===== config.mk =====
export PLATFORM = sky130hd
export DESIGN_NAME = looping_easing_progress_timer_core
export DESIGN_NICKNAME = d
export VERILOG_FILES = /design/src/lept_pkg.sv /design/src/lept_ctrl.sv /design/src/lept_dp.sv /design/src/looping_easing_progress_timer_core.sv
export SDC_FILE = /design/constraint.sdc
export NUM_CORES = 2
export LEC_CHECK = 0
export BUFFER_PORTS_ARGS = -buffer_cell sky130_fd_sc_hd__buf_2
export CAP_MARGIN = 20
export CORE_ASPECT_RATIO = 2
export CORE_MARGIN = 4
export CORE_UTILIZATION = 65
export DETAILED_ROUTE_END_ITERATION = 7
export HOLD_SLACK_MARGIN = 0.12
export PLACE_DENSITY = 0.93
export SLEW_MARGIN = 10
export SYNTH_ARGS = -nofsm -noshare
export SYNTH_HDL_FRONTEND = slang
export SYNTH_SLANG_ARGS = --single-unit

===== constraint.sdc =====
create_clock -name clk -period 36.7 [get_ports clk]
set_clock_uncertainty 0.15 [all_clocks]
set_input_delay 7.34 -clock clk [delete_from_list [all_inputs] [get_ports clk]]
set_output_delay 7.34 -clock clk [all_outputs]
set_load 0.1 [all_outputs]

===== src/lept_pkg.sv =====
`timescale 1ns / 1ps
// ----------------------------------------------------------------------------
// lept_pkg
// Shared widths, command and mode codes, easing tables and the control
// interface between the tween timer controller and its datapath.
// ----------------------------------------------------------------------------
package lept_pkg;

  localparam int TIME_BITS = 24;
  localparam int FRAC_BITS = 16;
  localparam int LOOP_BITS = 16;
  localparam int IBITS     = FRAC_BITS - 4;
  localparam int PROG_W    = FRAC_BITS + 1;
  localparam int EASE_W    = FRAC_BITS + 2;
  localparam int DELTA_W   = 16;
  localparam int LIMIT_W   = 17;
  localparam int MODE_W    = 3;
  localparam int CMD_W     = 3;
  localparam int CFG_IDX_W = 2;
  localparam int CFG_W     = 24;
  localparam int DIV_STEPS = FRAC_BITS + 1;
  localparam int CNT_W     = $clog2(DIV_STEPS);

  localparam logic [CMD_W-1:0] CMD_TICK   = 3'd0;
  localparam logic [CMD_W-1:0] CMD_START  = 3'd1;
  localparam logic [CMD_W-1:0] CMD_PAUSE  = 3'd2;
  localparam logic [CMD_W-1:0] CMD_RESUME = 3'd3;
  localparam logic [CMD_W-1:0] CMD_STOP   = 3'd4;
  localparam logic [CMD_W-1:0] CMD_RESET  = 3'd5;

  localparam logic [MODE_W-1:0] MODE_LINEAR  = 3'd0;
  localparam logic [MODE_W-1:0] MODE_QIN     = 3'd1;
  localparam logic [MODE_W-1:0] MODE_QOUT    = 3'd2;
  localparam logic [MODE_W-1:0] MODE_QINOUT  = 3'd3;
  localparam logic [MODE_W-1:0] MODE_BOUNCE  = 3'd4;
  localparam logic [MODE_W-1:0] MODE_ELASTIC = 3'd5;

  localparam logic [CFG_IDX_W-1:0] CFG_DURATION = 2'd0;
  localparam logic [CFG_IDX_W-1:0] CFG_LOOPS    = 2'd1;
  localparam logic [CFG_IDX_W-1:0] CFG_MODE     = 2'd2;

  typedef struct packed {
    logic capture;
    logic apply;
    logic div_first;
    logic div_step;
    logic ease_a;
    logic ease_b;
    logic ease_c;
    logic finish;
  } ctl_cmd_t;

  typedef struct packed {
    logic advance;
    logic out_free;
  } ctl_stat_t;

  // 2^(-i/16), Q16
  function automatic logic [16:0] exp2_tab(input logic [4:0] i);
    logic [16:0] v;
    case (i)
      5'd0:  v = 17'd65536;
      5'd1:  v = 17'd62757;
      5'd2:  v = 17'd60097;
      5'd3:  v = 17'd57549;
      5'd4:  v = 17'd55109;
      5'd5:  v = 17'd52773;
      5'd6:  v = 17'd50535;
      5'd7:  v = 17'd48393;
      5'd8:  v = 17'd46341;
      5'd9:  v = 17'd44376;
      5'd10: v = 17'd42495;
      5'd11: v = 17'd40693;
      5'd12: v = 17'd38968;
      5'd13: v = 17'd37316;
      5'd14: v = 17'd35734;
      5'd15: v = 17'd34219;
      5'd16: v = 17'd32768;
      default: v = 17'd0;
    endcase
    return v;
  endfunction

  // sin(i*pi/32), Q16
  function automatic logic [16:0] sin_tab(input logic [4:0] i);
    logic [16:0] v;
    case (i)
      5'd0:  v = 17'd0;
      5'd1:  v = 17'd6424;
      5'd2:  v = 17'd12785;
      5'd3:  v = 17'd19024;
      5'd4:  v = 17'd25080;
      5'd5:  v = 17'd30893;
      5'd6:  v = 17'd36410;
      5'd7:  v = 17'd41576;
      5'd8:  v = 17'd46341;
      5'd9:  v = 17'd50660;
      5'd10: v = 17'd54491;
      5'd11: v = 17'd57798;
      5'd12: v = 17'd60547;
      5'd13: v = 17'd62714;
      5'd14: v = 17'd64277;
      5'd15: v = 17'd65220;
      5'd16: v = 17'd65536;
      default: v = 17'd0;
    endcase
    return v;
  endfunction

endpackage


===== src/lept_ctrl.sv =====
`timescale 1ns / 1ps
// ----------------------------------------------------------------------------
// lept_ctrl
// Sequencer: accepts a request, applies it, runs the divider and easing
// steps only for an advancing tick, then waits for the output slot.
// ----------------------------------------------------------------------------
module lept_ctrl
  import lept_pkg::*;
(
  input  logic      clk,
  input  logic      rst,
  input  logic      in_valid,
  output logic      in_stall,
  input  ctl_stat_t stat,
  output ctl_cmd_t  ctl
);

  typedef enum logic [2:0] {
    S_IDLE, S_APPLY, S_DIV, S_EASE_A, S_EASE_B, S_EASE_C, S_FINISH
  } state_t;

  state_t           state;
  logic [CNT_W-1:0] cnt;

  assign in_stall = (state != S_IDLE);

  always_comb begin
    ctl           = '0;
    ctl.capture   = (state == S_IDLE) && in_valid;
    ctl.apply     = (state == S_APPLY);
    ctl.div_step  = (state == S_DIV);
    ctl.div_first = (state == S_DIV) && (cnt == '0);
    ctl.ease_a    = (state == S_EASE_A);
    ctl.ease_b    = (state == S_EASE_B);
    ctl.ease_c    = (state == S_EASE_C);
    ctl.finish    = (state == S_FINISH) && stat.out_free;
  end

  always_ff @(posedge clk) begin
    if (rst) begin
      state <= S_IDLE;
      cnt   <= '0;
    end else begin
      unique case (state)
        S_IDLE: begin
          if (in_valid) state <= S_APPLY;
        end
        S_APPLY: begin
          cnt   <= '0;
          state <= stat.advance ? S_DIV : S_FINISH;
        end
        S_DIV: begin
          cnt <= cnt + 1'b1;
          if (cnt == CNT_W'(DIV_STEPS - 1)) state <= S_EASE_A;
        end
        S_EASE_A: state <= S_EASE_B;
        S_EASE_B: state <= S_EASE_C;
        S_EASE_C: state <= S_FINISH;
        S_FINISH: begin
          if (stat.out_free) state <= S_IDLE;
        end
        default: state <= S_IDLE;
      endcase
    end
  end

endmodule


===== src/lept_dp.sv =====
`timescale 1ns / 1ps
// ----------------------------------------------------------------------------
// lept_dp
// Datapath: configuration, timer state, restoring divider, easing
// arithmetic and the output register.
// ----------------------------------------------------------------------------
module lept_dp
  import lept_pkg::*;
(
  input  logic                     clk,
  input  logic                     rst,
  input  ctl_cmd_t                 ctl,
  output ctl_stat_t                stat,
  input  logic                     cfg_valid,
  input  logic [CFG_IDX_W-1:0]     cfg_index,
  input  logic [CFG_W-1:0]         cfg_data,
  input  logic [CMD_W-1:0]         cmd,
  input  logic [DELTA_W-1:0]       delta_ticks,
  output logic                     out_valid,
  input  logic                     out_stall,
  output logic signed [EASE_W-1:0] eased_value,
  output logic [PROG_W-1:0]        progress,
  output logic                     updated,
  output logic                     loop_wrapped,
  output logic                     done_pulse,
  output logic                     alive
);

  localparam logic [PROG_W-1:0] ONE  = PROG_W'(1) << FRAC_BITS;
  localparam logic [PROG_W-1:0] HALF = PROG_W'(1) << (FRAC_BITS - 1);
  localparam logic [LOOP_BITS-1:0] LOOP_MAX = '1;

  // configuration
  logic [TIME_BITS-1:0]      duration_ticks;
  logic signed [LIMIT_W-1:0] loop_limit;
  logic [MODE_W-1:0]         easing_mode;

  // timer state
  logic [TIME_BITS-1:0] elapsed;
  logic [LOOP_BITS-1:0] loop_index;
  logic running_flag, paused_flag, complete_flag;

  // request
  logic [CMD_W-1:0]   cmd_q;
  logic [DELTA_W-1:0] delta_q;
  logic               adv;

  // divider
  logic [TIME_BITS:0]  rem;
  logic [PROG_W-1:0]   quo;

  // easing
  logic [18:0]         sq_a;
  logic                dbl, lo;
  logic [16:0]         bnc_add;
  logic [3:0]          exp_i;
  logic [4:0]          exp_sh;
  logic [28:0]         exp_prod;
  logic [4:0]          sin_i;
  logic                sin_full;
  logic [28:0]         sin_prod;
  logic                neg;
  logic [37:0]         sq_p;
  logic [16:0]         e_r, s_r;
  logic [33:0]         m;

  logic [TIME_BITS-1:0] dur;
  assign dur = (duration_ticks == '0) ? TIME_BITS'(1) : duration_ticks;

  assign stat.advance  = (cmd_q == CMD_TICK) && running_flag && !paused_flag && !complete_flag;
  assign stat.out_free = !out_valid || !out_stall;

  // tick accumulate with saturation at the duration
  logic [TIME_BITS:0]   sum;
  logic [TIME_BITS-1:0] el_sat;
  assign sum    = {1'b0, elapsed} + {{(TIME_BITS+1-DELTA_W){1'b0}}, delta_q};
  assign el_sat = (sum > {1'b0, dur}) ? dur : sum[TIME_BITS-1:0];

  // one quotient bit per step
  logic [TIME_BITS:0] trial;
  logic               ge;
  assign trial = ctl.div_first ? rem : {rem[TIME_BITS-1:0], 1'b0};
  assign ge    = (trial >= {1'b0, dur});

  // easing operands
  logic [PROG_W-1:0] t, u;
  logic [20:0] t11, t22, kone, bd, ex, eq;
  logic [16:0] ed, sd, sf;
  logic [16:0] bnc_add_n;
  logic [18:0] sq_a_n;
  assign t   = quo;
  assign u   = ONE - t;
  assign t11 = 21'(t) * 21'd11;
  assign t22 = 21'(t) * 21'd22;
  assign ex  = 21'(u) * 21'd10;
  assign eq  = ex + 21'(ONE);
  assign sf  = eq[16] ? (ONE - {1'b0, eq[15:0]}) : {1'b0, eq[15:0]};
  assign ed  = exp2_tab({1'b0, ex[15:12]}) - exp2_tab({1'b0, ex[15:12]} + 5'd1);
  assign sd  = sin_tab(sf[16:12] + 5'd1) - sin_tab(sf[16:12]);
  assign bd  = (t22 >= kone) ? (t22 - kone) : (kone - t22);

  always_comb begin
    if (t11 < 21'(4) * 21'(ONE)) begin
      kone = '0; bnc_add_n = '0;
    end else if (t11 < 21'(8) * 21'(ONE)) begin
      kone = 21'(12) * 21'(ONE); bnc_add_n = 17'(3 * (1 << FRAC_BITS) / 4);
    end else if (t11 < 21'(10) * 21'(ONE)) begin
      kone = 21'(18) * 21'(ONE); bnc_add_n = 17'(15 * (1 << FRAC_BITS) / 16);
    end else begin
      kone = 21'(21) * 21'(ONE); bnc_add_n = 17'(63 * (1 << FRAC_BITS) / 64);
    end
  end

  always_comb begin
    case (easing_mode)
      MODE_QIN:    sq_a_n = 19'(t);
      MODE_QOUT:   sq_a_n = 19'(u);
      MODE_QINOUT: sq_a_n = (t < HALF) ? 19'(t) : 19'(u);
      MODE_BOUNCE: sq_a_n = bd[18:0];
      default:     sq_a_n = '0;
    endcase
  end

  // interpolation and the 2^-ip scale
  logic [16:0] e_base, e_n, s_n;
  logic [17:0] e_y;
  assign e_base = exp2_tab({1'b0, exp_i}) - 17'((exp_prod + 29'(1 << (IBITS-1))) >> IBITS);
  assign e_y    = {e_base, 1'b0} >> exp_sh;
  assign e_n    = (exp_sh == '0) ? e_base : 17'((e_y + 18'd1) >> 1);
  assign s_n    = sin_full ? 17'(ONE)
                : 17'(sin_tab(sin_i) + 17'((sin_prod + 29'(1 << (IBITS-1))) >> IBITS));

  // final easing value
  logic [38:0] sqv;
  logic [PROG_W-1:0] sqr, bq, ev;
  logic signed [EASE_W-1:0] eased_n;
  assign sqv = dbl ? {sq_p, 1'b0} : {1'b0, sq_p};
  assign sqr = PROG_W'((sqv + 39'(HALF)) >> FRAC_BITS);
  assign bq  = PROG_W'((sq_p + (38'd32 << FRAC_BITS)) >> (FRAC_BITS + 6));
  assign ev  = PROG_W'((m + 34'(HALF)) >> FRAC_BITS);

  always_comb begin
    case (easing_mode)
      MODE_QIN:    eased_n = EASE_W'(sqr);
      MODE_QOUT:   eased_n = EASE_W'(ONE) - EASE_W'(sqr);
      MODE_QINOUT: eased_n = lo ? EASE_W'(sqr) : EASE_W'(ONE) - EASE_W'(sqr);
      MODE_BOUNCE: eased_n = EASE_W'(bq) + EASE_W'(bnc_add);
      MODE_ELASTIC: begin
        if (t == '0)      eased_n = '0;
        else if (t[FRAC_BITS]) eased_n = EASE_W'(ONE);
        else if (neg)     eased_n = -EASE_W'(ev);
        else              eased_n = EASE_W'(ev);
      end
      default:     eased_n = EASE_W'(t);
    endcase
  end

  // pass bookkeeping
  logic [LOOP_BITS-1:0] li_n;
  logic full, keep_looping;
  assign full = (elapsed == dur);
  assign li_n = (loop_index < LOOP_MAX) ? loop_index + 1'b1 : loop_index;
  assign keep_looping = loop_limit[LIMIT_W-1] ||
                        ($signed({1'b0, li_n}) < loop_limit);

  always_ff @(posedge clk) begin
    if (rst) begin
      duration_ticks <= TIME_BITS'(1);
      loop_limit     <= LIMIT_W'(1);
      easing_mode    <= MODE_LINEAR;
      elapsed        <= '0;
      loop_index     <= '0;
      running_flag   <= 1'b0;
      paused_flag    <= 1'b0;
      complete_flag  <= 1'b0;
      out_valid      <= 1'b0;
    end else begin
      if (cfg_valid) begin
        unique case (cfg_index)
          CFG_DURATION: duration_ticks <= cfg_data[TIME_BITS-1:0];
          CFG_LOOPS:    loop_limit     <= cfg_data[LIMIT_W-1:0];
          CFG_MODE:     easing_mode    <= cfg_data[MODE_W-1:0];
          default: ;
        endcase
      end

      if (ctl.apply) begin
        if (stat.advance) begin
          elapsed <= el_sat;
        end else begin
          case (cmd_q)
            CMD_START:  begin running_flag <= 1'b1; paused_flag <= 1'b0;
                              complete_flag <= 1'b0; end
            CMD_PAUSE:  paused_flag <= 1'b1;
            CMD_RESUME: paused_flag <= 1'b0;
            CMD_STOP:   begin running_flag <= 1'b0; paused_flag <= 1'b0;
                              complete_flag <= 1'b1; end
            CMD_RESET:  begin elapsed <= '0; loop_index <= '0;
                              complete_flag <= 1'b0; paused_flag <= 1'b0; end
            default: ;
          endcase
        end
      end

      if (ctl.finish) begin
        out_valid <= 1'b1;
        if (adv && full) begin
          loop_index <= li_n;
          if (keep_looping) begin
            elapsed <= '0;
          end else begin
            complete_flag <= 1'b1;
            running_flag  <= 1'b0;
          end
        end
      end else if (out_valid && !out_stall) begin
        out_valid <= 1'b0;
      end
    end
  end

  always_ff @(posedge clk) begin
    if (ctl.capture) begin
      cmd_q   <= cmd;
      delta_q <= delta_ticks;
    end
    if (ctl.apply) begin
      adv <= stat.advance;
      rem <= {1'b0, el_sat};
      quo <= '0;
    end
    if (ctl.div_step) begin
      rem <= ge ? (trial - {1'b0, dur}) : trial;
      quo <= {quo[PROG_W-2:0], ge};
    end
    if (ctl.ease_a) begin
      sq_a     <= sq_a_n;
      dbl      <= (easing_mode == MODE_QINOUT);
      lo       <= (t < HALF);
      bnc_add  <= bnc_add_n;
      exp_i    <= ex[15:12];
      exp_sh   <= ex[20:16];
      exp_prod <= 29'(ed) * 29'(ex[11:0]);
      sin_i    <= sf[16:12];
      sin_full <= sf[16];
      sin_prod <= 29'(sd) * 29'(sf[11:0]);
      neg      <= eq[17];
    end
    if (ctl.ease_b) begin
      sq_p <= 38'(sq_a) * 38'(sq_a);
      e_r  <= e_n;
      s_r  <= s_n;
    end
    if (ctl.ease_c) begin
      m <= 34'(e_r) * 34'(s_r);
    end
    if (ctl.finish) begin
      eased_value  <= adv ? eased_n : '0;
      progress     <= adv ? quo : '0;
      updated      <= adv;
      loop_wrapped <= adv && full && keep_looping;
      done_pulse   <= adv && full && !keep_looping;
      alive        <= !((adv && full && !keep_looping) || complete_flag);
    end
  end

endmodule


===== src/looping_easing_progress_timer_core.sv =====
`timescale 1ns / 1ps
// ----------------------------------------------------------------------------
// looping_easing_progress_timer_core
// Tween timer with looping and fixed-point easing curves.
//
//  channel  dir  handshake            payload
//  in       in   in_valid/in_stall    cmd, delta_ticks
//  out      out  out_valid/out_stall  eased_value, progress, updated,
//                                     loop_wrapped, done_pulse, alive
//  cfg      in   cfg_valid/cfg_ready  cfg_index, cfg_data
//
// A tick that advances the timer passes through the apply step, the
// bit-serial progress divider, the easing steps and the output load; other
// commands go from apply straight to the output load. The sequencer then
// returns to idle and takes the next request. One request is in flight at a
// time. Reset is synchronous and clears state and config to defaults. A
// stalled result holds the sequencer in its last step.
// ----------------------------------------------------------------------------
module looping_easing_progress_timer_core
  import lept_pkg::*;
(
  input  logic                     clk,
  input  logic                     rst,
  input  logic                     in_valid,
  output logic                     in_stall,
  input  logic [CMD_W-1:0]         cmd,
  input  logic [DELTA_W-1:0]       delta_ticks,
  output logic                     out_valid,
  input  logic                     out_stall,
  output logic signed [EASE_W-1:0] eased_value,
  output logic [PROG_W-1:0]        progress,
  output logic                     updated,
  output logic                     loop_wrapped,
  output logic                     done_pulse,
  output logic                     alive,
  input  logic                     cfg_valid,
  output logic                     cfg_ready,
  input  logic [CFG_IDX_W-1:0]     cfg_index,
  input  logic [CFG_W-1:0]         cfg_data
);

  ctl_cmd_t  ctl;
  ctl_stat_t stat;

  assign cfg_ready = 1'b1;

  lept_ctrl u_ctrl (
    .clk      (clk),
    .rst      (rst),
    .in_valid (in_valid),
    .in_stall (in_stall),
    .stat     (stat),
    .ctl      (ctl)
  );

  lept_dp u_dp (
    .clk          (clk),
    .rst          (rst),
    .ctl          (ctl),
    .stat         (stat),
    .cfg_valid    (cfg_valid),
    .cfg_index    (cfg_index),
    .cfg_data     (cfg_data),
    .cmd          (cmd),
    .delta_ticks  (delta_ticks),
    .out_valid    (out_valid),
    .out_stall    (out_stall),
    .eased_value  (eased_value),
    .progress     (progress),
    .updated      (updated),
    .loop_wrapped (loop_wrapped),
    .done_pulse   (done_pulse),
    .alive        (alive)
  );

  a_busy_after_accept: assert property (@(posedge clk) disable iff (rst)
    (in_valid && !in_stall) |=> in_stall)
    else $error("request accepted while previous one in flight");

  a_wrap_xor_done: assert property (@(posedge clk) disable iff (rst)
    out_valid |-> !(loop_wrapped && done_pulse))
    else $error("wrap and completion on the same result");

  a_done_not_alive: assert property (@(posedge clk) disable iff (rst)
    (out_valid && done_pulse) |-> !alive)
    else $error("completion reported while still alive");

  a_idle_result_zero: assert property (@(posedge clk) disable iff (rst)
    (out_valid && !updated) |-> (progress == '0 && !loop_wrapped && !done_pulse))
    else $error("non-advancing result carries data");

endmodule

=== Yosys cells after proc, flatten, opt, wreduce, memory -nomap -nowiden ===
Memories as Yosys holds them, arrays and structs flattened. A register that Yosys moved wholly into a read port is not among the register bits.
Index checks and enable logic that the tools add are counted.

* Memories: 6
* Logic and storage cells: 205
* Input port bits: 50
* Register bits: 413
* Bits in read-only memories: 2,720

{| class="wikitable"
|+ Memory list
! memory !! depth !! bits a word !! read ports !! clocked after memory_dff !! wr ports !! line !! source
|-
| (no name shown) || 32 || 17 || 1 || 1 || 0 || lept_pkg.sv:87 || <nowiki>case (i)</nowiki>
|-
| (no name shown) || 32 || 17 || 1 || 0 || 0 || lept_pkg.sv:87 ||
|-
| (no name shown) || 32 || 17 || 1 || 0 || 0 || lept_pkg.sv:87 ||
|-
| (no name shown) || 32 || 17 || 1 || 0 || 0 || lept_pkg.sv:61 || <nowiki>case (i)</nowiki>
|-
| (no name shown) || 16 || 17 || 1 || 1 || 0 || lept_pkg.sv:61 ||
|-
| (no name shown) || 16 || 17 || 1 || 0 || 0 || lept_pkg.sv:61 ||
|}

* Reduce and logical (&&, ||, !) cells: 38
* $add $sub $neg: 24
* Shifts and indexed selects: 1
* Bitwise logic cells: 1
* Multiply operators: 7
* Eq/ne operators: 23
* $lt $le $gt $ge: 9
* Mux-type cells: 58

{| class="wikitable"
|+ Operators with widths
! kind !! number
|-
| $mux W24 || 8
|-
| $mux W25 || 4
|-
| $mux W16 || 6
|-
| $pmux W18 S5 || 1
|-
| $mux W17 || 5
|-
| $pmux W19 S4 || 1
|-
| $mux W18 || 4
|-
| $add A33 B16 Y33 const B || 2
|-
| $add A29 B12 Y29 const B || 2
|-
| $sub A17 B17 Y17 || 3
|-
| $lt A21 B20 Y1 const B || 2
|-
| $mux W21 || 2
|-
| $add A38 B22 Y38 const B || 1
|-
| $mul A19 B19 Y38 || 1
|-
| $mux W19 || 2
|-
| $sub A19 B19 Y19 || 2
|-
| $mul A17 B17 Y33 || 1
|-
| $mux W33 || 1
|-
| $mul A17 B12 Y29 || 1
|-
| $mul A17 B11 Y28 || 1
|-
| $add A24 B16 Y25 || 1
|-
| $ge A25 B24 Y1 || 1
|-
| $gt A25 B24 Y1 || 1
|-
| $sub A25 B24 Y25 || 1
|-
| 52 further kinds || 107
|}

=== Depth between registers and ports, before layout ===
* Depth after elaboration: 9
* Depth in mapped cells: 66
* Mapped depth without buffers: 58

=== Modules after synthesis ===
A second synthesis with hierarchy kept.

* Cells, all modules: 7,112
* Area total of the unflattened synthesis: 61,340.1 um^2

{| class="wikitable"
|+ Modules (own cells, without submodules)
! module !! instances !! area an instance (um^2) !! cells an instance !! seq. area each (um^2)
|-
| lept_dp || 1 || 60,838.3 || 7,047 || 10,009.6
|-
| lept_ctrl || 1 || 490.5 || 63 || 160.2
|-
| looping_easing_progress_timer_core || 1 || 11.3 || 2 || 0.0
|}

=== Worst setup path before layout ===
OpenSTA, ideal clock, no wires.

* Path type: register to register
* From: register u_dp.quo[0]
* To: register u_dp.sin_prod[28], data pin
* Slack: 22.609 ns
* Arrival: 13.682 ns
* Data required time: 36.291 ns
* Cell stages (with the launch flop): 64
* Path buffers: 8
* Path through: edfxtp_1 -> inv_1 -> clkbuf_1 -> buf_1 -> ha_1 -> or3b_2 -> nor2_1 -> nand2_1 -> nor2_1 -> nand2_1 -> nand2_1 -> xnor2_1 -> ha_1 -> or2_2 -> o311a_1 -> or3_1 -> and2_1 -> clkbuf_1 -> [... 28 more ...] -> mux2i_1 -> fa_1 -> inv_1 -> fa_1 -> fa_1 -> fa_1 -> inv_1 -> fa_1 -> inv_1 -> ha_1 -> a21o_1 -> nand2_1 -> o211ai_1 -> nand2_1 -> o2111ai_1 -> a21o_1 -> a21oi_1 -> xnor2_1

* Word-level cells in the longest chain between the ends: 9
* Elaborated cells on any way between the ends: 10
* Those cells by class: 5 x add/sub; 2 x mul; 1 x mux; 2 x memory

{| class="wikitable"
|+ Ends and longest elaborated chain
! element !! line !! source
|-
| start: declaration || lept_dp.sv:50 || <nowiki>logic [PROG_W-1:0] quo;</nowiki>
|-
| start signal: assignment || lept_dp.sv:234 || <nowiki>quo <= {quo[PROG_W-2:0], ge};</nowiki>
|-
| $sub A17 B17 Y17 * || lept_dp.sv:92 || <nowiki>assign u = ONE - t;</nowiki>
|-
| $mul A17 B3 Y20 * || lept_dp.sv:95 || <nowiki>assign ex = 21'(u) * 21'd10;</nowiki>
|-
| $add A18 B17 Y18 * || lept_dp.sv:96 || <nowiki>assign eq = ex + 21'(ONE);</nowiki>
|-
| net u_dp.eq[12] || lept_dp.sv:87 || <nowiki>logic [20:0] t11, t22, kone, bd, ex, eq;</nowiki>
|-
| $sub A17 B16 Y17 * || lept_dp.sv:97 || <nowiki>assign sf = eq[16] ? (ONE - {1'b0, eq[15:0]}) : {1'b0, eq[15:0]};</nowiki>
|-
| $mux W17 * || lept_dp.sv:97 ||
|-
| net u_dp.sf[14] || lept_dp.sv:88 || <nowiki>logic [16:0] ed, sd, sf;</nowiki>
|-
| $add A5 B1 Y5 || lept_dp.sv:99 || <nowiki>assign sd = sin_tab(sf[16:12] + 5'd1) - sin_tab(sf[16:12]);</nowiki>
|-
| $mem_v2 Z32 W17 || - ||
|-
| $sub A17 B17 Y17 * || lept_dp.sv:99 ||
|-
| $mul A17 B12 Y29 * || lept_dp.sv:246 || <nowiki>sin_prod <= 29'(sd) * 29'(sf[11:0]);</nowiki>
|-
| end signal: assignment || lept_dp.sv:246 ||
|-
| end: declaration || lept_dp.sv:61 || <nowiki>logic [28:0] sin_prod;</nowiki>
|}

The timed path passes the listed nets; every way through them passes the cells marked *.
A chain may end at the register's enable or synchronous reset.

=== Worst setup path after layout ===
* From: register u_dp.quo[2]
* To: register u_dp.sin_prod[28], data pin

* Word-level cells in the longest chain between the ends: 9
* Elaborated cells on any way between the ends: 10
* Those cells by class: 5 x add/sub; 2 x mul; 1 x mux; 2 x memory

{| class="wikitable"
|+ Ends and longest elaborated chain
! element !! line
|-
| $sub A17 B17 Y17 * || lept_dp.sv:92
|-
| $mul A17 B3 Y20 * || lept_dp.sv:95
|-
| $add A18 B17 Y18 * || lept_dp.sv:96
|-
| $sub A17 B16 Y17 || lept_dp.sv:97
|-
| $mux W17 * || lept_dp.sv:97
|-
| $add A5 B1 Y5 || lept_dp.sv:99
|-
| $mem_v2 Z32 W17 || -
|-
| $sub A17 B17 Y17 || lept_dp.sv:99
|-
| $mul A17 B12 Y29 * || lept_dp.sv:246
|}

Every way passes the cells marked *; elsewhere a longest branch is shown, timed or not.

==> impl_metrics.env <==
export IMPL_avgViaCountPerCell=6.49
export IMPL_drv_max_cap_violation_count=0
export IMPL_antenna_found_initial=8
export IMPL_cts_tree="done"
export IMPL_tightest_slew_ps=1230
export IMPL_critPathLaunchType="flop"
export IMPL_synth_nets=8666
export IMPL_setup_tns_ps=0
export IMPL_clock_latency_ps=670
export IMPL_dieArea_mm2=0.101
export IMPL_cts_path_max_buffers=3
export IMPL_dp_hpwl_mm=153
export IMPL_final_util_pct=68.5
export IMPL_post_cts_buffers=0
export IMPL_ys_ff_latch=382
export IMPL_core_area_mm2=0.0949
export IMPL_ctsResizeCount=0
export IMPL_cp_slowest_cell="xnor2_1"
export IMPL_synth_warnings=0
export IMPL_drive_above_1_share_pct=4.89
export IMPL_worstSetupPathType="reg2reg"
export IMPL_synth_edf_count=252
export IMPL_clkSinkCount=382
export IMPL_synth_area_mm2=0.0620
export IMPL_drcViolationCount=1
export IMPL_crit_start="u_dp.quo[2]"
export IMPL_finalCritPeriodShare_pct=43.6
export IMPL_grt_use_total_pct=38.3
export IMPL_async_reset_ff_share_pct=0
export IMPL_initial_core_util_pct=65.3
export IMPL_cts_root_buf="clkbuf_16"
export IMPL_min_path_type="reg2reg"
export IMPL_io_pins=92
export IMPL_r2r_start="u_dp.quo[2]"
export IMPL_die_h_um=445
export IMPL_cp_required_ps=36920
export IMPL_first_iter_violations=4710
export IMPL_cts_hold_buf=0
export IMPL_grt_max_degree=74
export IMPL_route_detailed_wl_per_inst_um=23.1
export IMPL_fp_dieW_um=226
export IMPL_violations="DRC"
export IMPL_numCtsBuffers=40
export IMPL_grt_pass1_vias=58600
export IMPL_min_period_ps=15990
export IMPL_worstPathBufferInverterCount=9
export IMPL_ys_seq_area_share_pct=16.4
export IMPL_cp_arrival_ps=16210
export IMPL_placementRows=160
export IMPL_netlist_instances=7232
export IMPL_relSlewSlack_pct=17.5
export IMPL_maxSlewViolCount=0
export IMPL_cp_max_fo=24
export IMPL_hp_start="u_dp.loop_limit[6]"
export IMPL_fin_nets=8585
export IMPL_synth_distinct_cells=103
export IMPL_areaGrowthSynthToFinish_pct=4.79
export IMPL_cp_top_family="compound AO/OA/AOI/OAI gates"
export IMPL_fillCellCount=7075
export IMPL_synth_avg_cell_area_um2=8.57
export IMPL_finalSetupViolations=0
export IMPL_ctsHtreeMaxLevel=2
export IMPL_dr_pass1_iters=8
export IMPL_critPathCaptureType="flop"
export IMPL_vias=54500
export IMPL_io_buffers=90
export IMPL_ant_nets=0
export IMPL_ys_flop_type="edfxtp_1"
export IMPL_status="finished, violations left"
export IMPL_cpPeakStageDelay_ps=800
export IMPL_max_freq_mhz=62.5
export IMPL_grt_pass1_wl_mm=301
export IMPL_gp_congestion=1.06
export IMPL_rsz0062_at_grt="false"
export IMPL_grt_ovfl_total=0
export IMPL_clk_pin_slew_ps=70
export IMPL_drt_wl_total_mm=194
export IMPL_finalHoldViolations=0
cells in the mapped netlist, types with 13 or more instances:
cell type     n  area share, %
a211o_1      24           0.34
a211oi_1     67           0.81
a21boi_0     17           0.21
a21o_1       79           0.96
a21oi_1     318            2.6
a221oi_1     22           0.31
a22oi_1      20           0.24
a2bb2oi_1    22           0.31
a311oi_1     23           0.32
a31oi_1      50           0.50
and2_1      228            2.3
and3_1       62           0.63
and4_1       21           0.30
clkbuf_1    272            1.6
dfxtp_1     130            4.2
edfxtp_1    252             12
fa_1        757             24
ha_1        627             13
inv_1      1094            6.6
mux2_2       14           0.25
mux2i_1      89            1.4
nand2_1     926            5.6
nand2b_1     67           0.68
nand3_1     145            1.2
nand3b_1     13           0.16
nand4_1      53           0.53
nor2_1      552            3.3
nor2b_1      59           0.60
nor3_1      123           0.99
nor3b_1      14           0.17
nor4_1       31           0.31
o211ai_1     39           0.47
o21a_1       54           0.65
o21ai_0     188            1.5
o21bai_1     17           0.21
o31ai_1      32           0.39
or2_2        31           0.31
or3_1        56           0.56
xnor2_1     263            3.7
xor2_1      122            1.7
state kept, by name (all words and copies together) (netlist names), 3 cells and up, named ones only:
signal               flops
u_dp.rem                25
u_dp.duration_ticks     24
u_dp.elapsed            24
u_dp.sq_p               24
u_dp.sq_a               19
u_dp.eased_value        18
u_dp.exp_prod           18
u_dp.m                  18
u_dp.sin_prod           18
u_dp.e_r                17
u_dp.loop_limit         17
u_dp.progress           17
u_dp.quo                17
u_dp.s_r                17
u_dp.delta_q            16
u_dp.loop_index         16
u_ctrl.cnt               5
u_dp.exp_sh              5
u_dp.exp_i               4
u_dp.sin_i               4
u_ctrl.state             3
u_dp.bnc_add             3
u_dp.cmd_q               3
u_dp.easing_mode         3
cell usage in the layout, fill, tap and decap left out, types with 17 or more instances in the layout:
cell type / n
inv_1: 1094
o21a_1: 54
ha_1: 627
o21ai_0: 188
mux2i_1: 89
nand2b_1: 67
nor3_1: 123
nor2b_1: 58
buf_4: 81
or2_2: 31
dfxtp_1: 130
a21o_1: 79
and4_1: 21
and3_1: 62
edfxtp_1: 252
or3_1: 56
a21oi_1: 316
nand2_1: 926
a211o_1: 24
nand4_1: 53
a22oi_1: 20
o211ai_1: 39
nand3_1: 145
o21bai_1: 17
fa_1: 757
buf_2: 90
nor2_1: 552
a221oi_1: 22
o31ai_1: 31
a2bb2oi_1: 22
a211oi_1: 67
a31oi_1: 49
nor4_1: 30
xor2_1: 121
and2_1: 228
a311oi_1: 23
xnor2_1: 261
clkbuf_16: 43
layer usage:
| layer | vias up | share of wire (%) | GRT usage [%] |
|---|---|---|---|
| met5 | - | 0.040 | 0 |
| met4 | 10 | 12 | 36.9 |
| met3 | 1398 | 7.7 | 7.44 |
| met2 | 3184 | 50 | 67.2 |
| met1 | 26200 | 30 | 36.4 |
| li1 | 23700 | - | - |
cells by family (layout without fill, tap and decap cells):
group	count (synthesis)	in the layout	synth area share, %
AO/OA/AOI/OAI	1130	1130	12.2
XOR/XNOR	388	388	5.52
adder cells (fa/ha/maj)	1384	1384	37.1
buffers and inverters	1408	1359	8.56
flip-flops	382	382	16.4
multiplexers	109	109	1.91
other	1	4	0.00605
AND/OR/NAND/NOR	2430	2430	18.4
path summary, 6_finish.rpt:
path / to / slack [ps] / cells after the start
hold reg to reg: u_dp.loop_limit[6] / 310 / 2
hold / removal: u_dp.loop_limit[6] / 310 / 2
setup reg to reg: u_dp.sin_prod[28] / 20710 / 54
setup / recovery: u_dp.sin_prod[28] / 20710 / 54
worst reg2reg max path, delay by kind of cell (launching register included):
family,cells,cell delay [ps]
AO/OA/AOI/OAI,16,4090
adder cells (fa/ha/maj),11,4030
AND/OR/NAND/NOR,14,3650
XOR/XNOR,4,1720
buffers and inverters,9,1540
flip-flops,1,540
through the flow:
step           instances  cell area, um2  setup WS (ps)  hold slack, ps
2_1_floorplan       7232           62000          22610             281
3_3_place_gp        8318           63500          21490             292
3_5_place_dp        8319           63500          21120             293
4_1_cts             8393           64900          21020             307
5_1_grt             8399           65000          19650             339
6_report            8401           65000          20710             306
final cells by class:
type | count | area [um2] | share of cell area, %
repair buffers | 174 | 1100 | 1.70
well taps | 1215 | 1520 | 2.34
diodes | 3 | 7.51 | 0.0116
clock inverters | 25 | 274 | 0.422
flip-flops and latches | 382 | 10200 | 15.7
inverters | 1111 | 4170 | 6.42
multi-input cells | 5442 | 46600 | 71.7
clock buffers | 49 | 1130 | 1.74
Power is left out: the tool's default activity adds up to more than one toggle a clock period on the data nets, which glitch-free logic cannot reach.
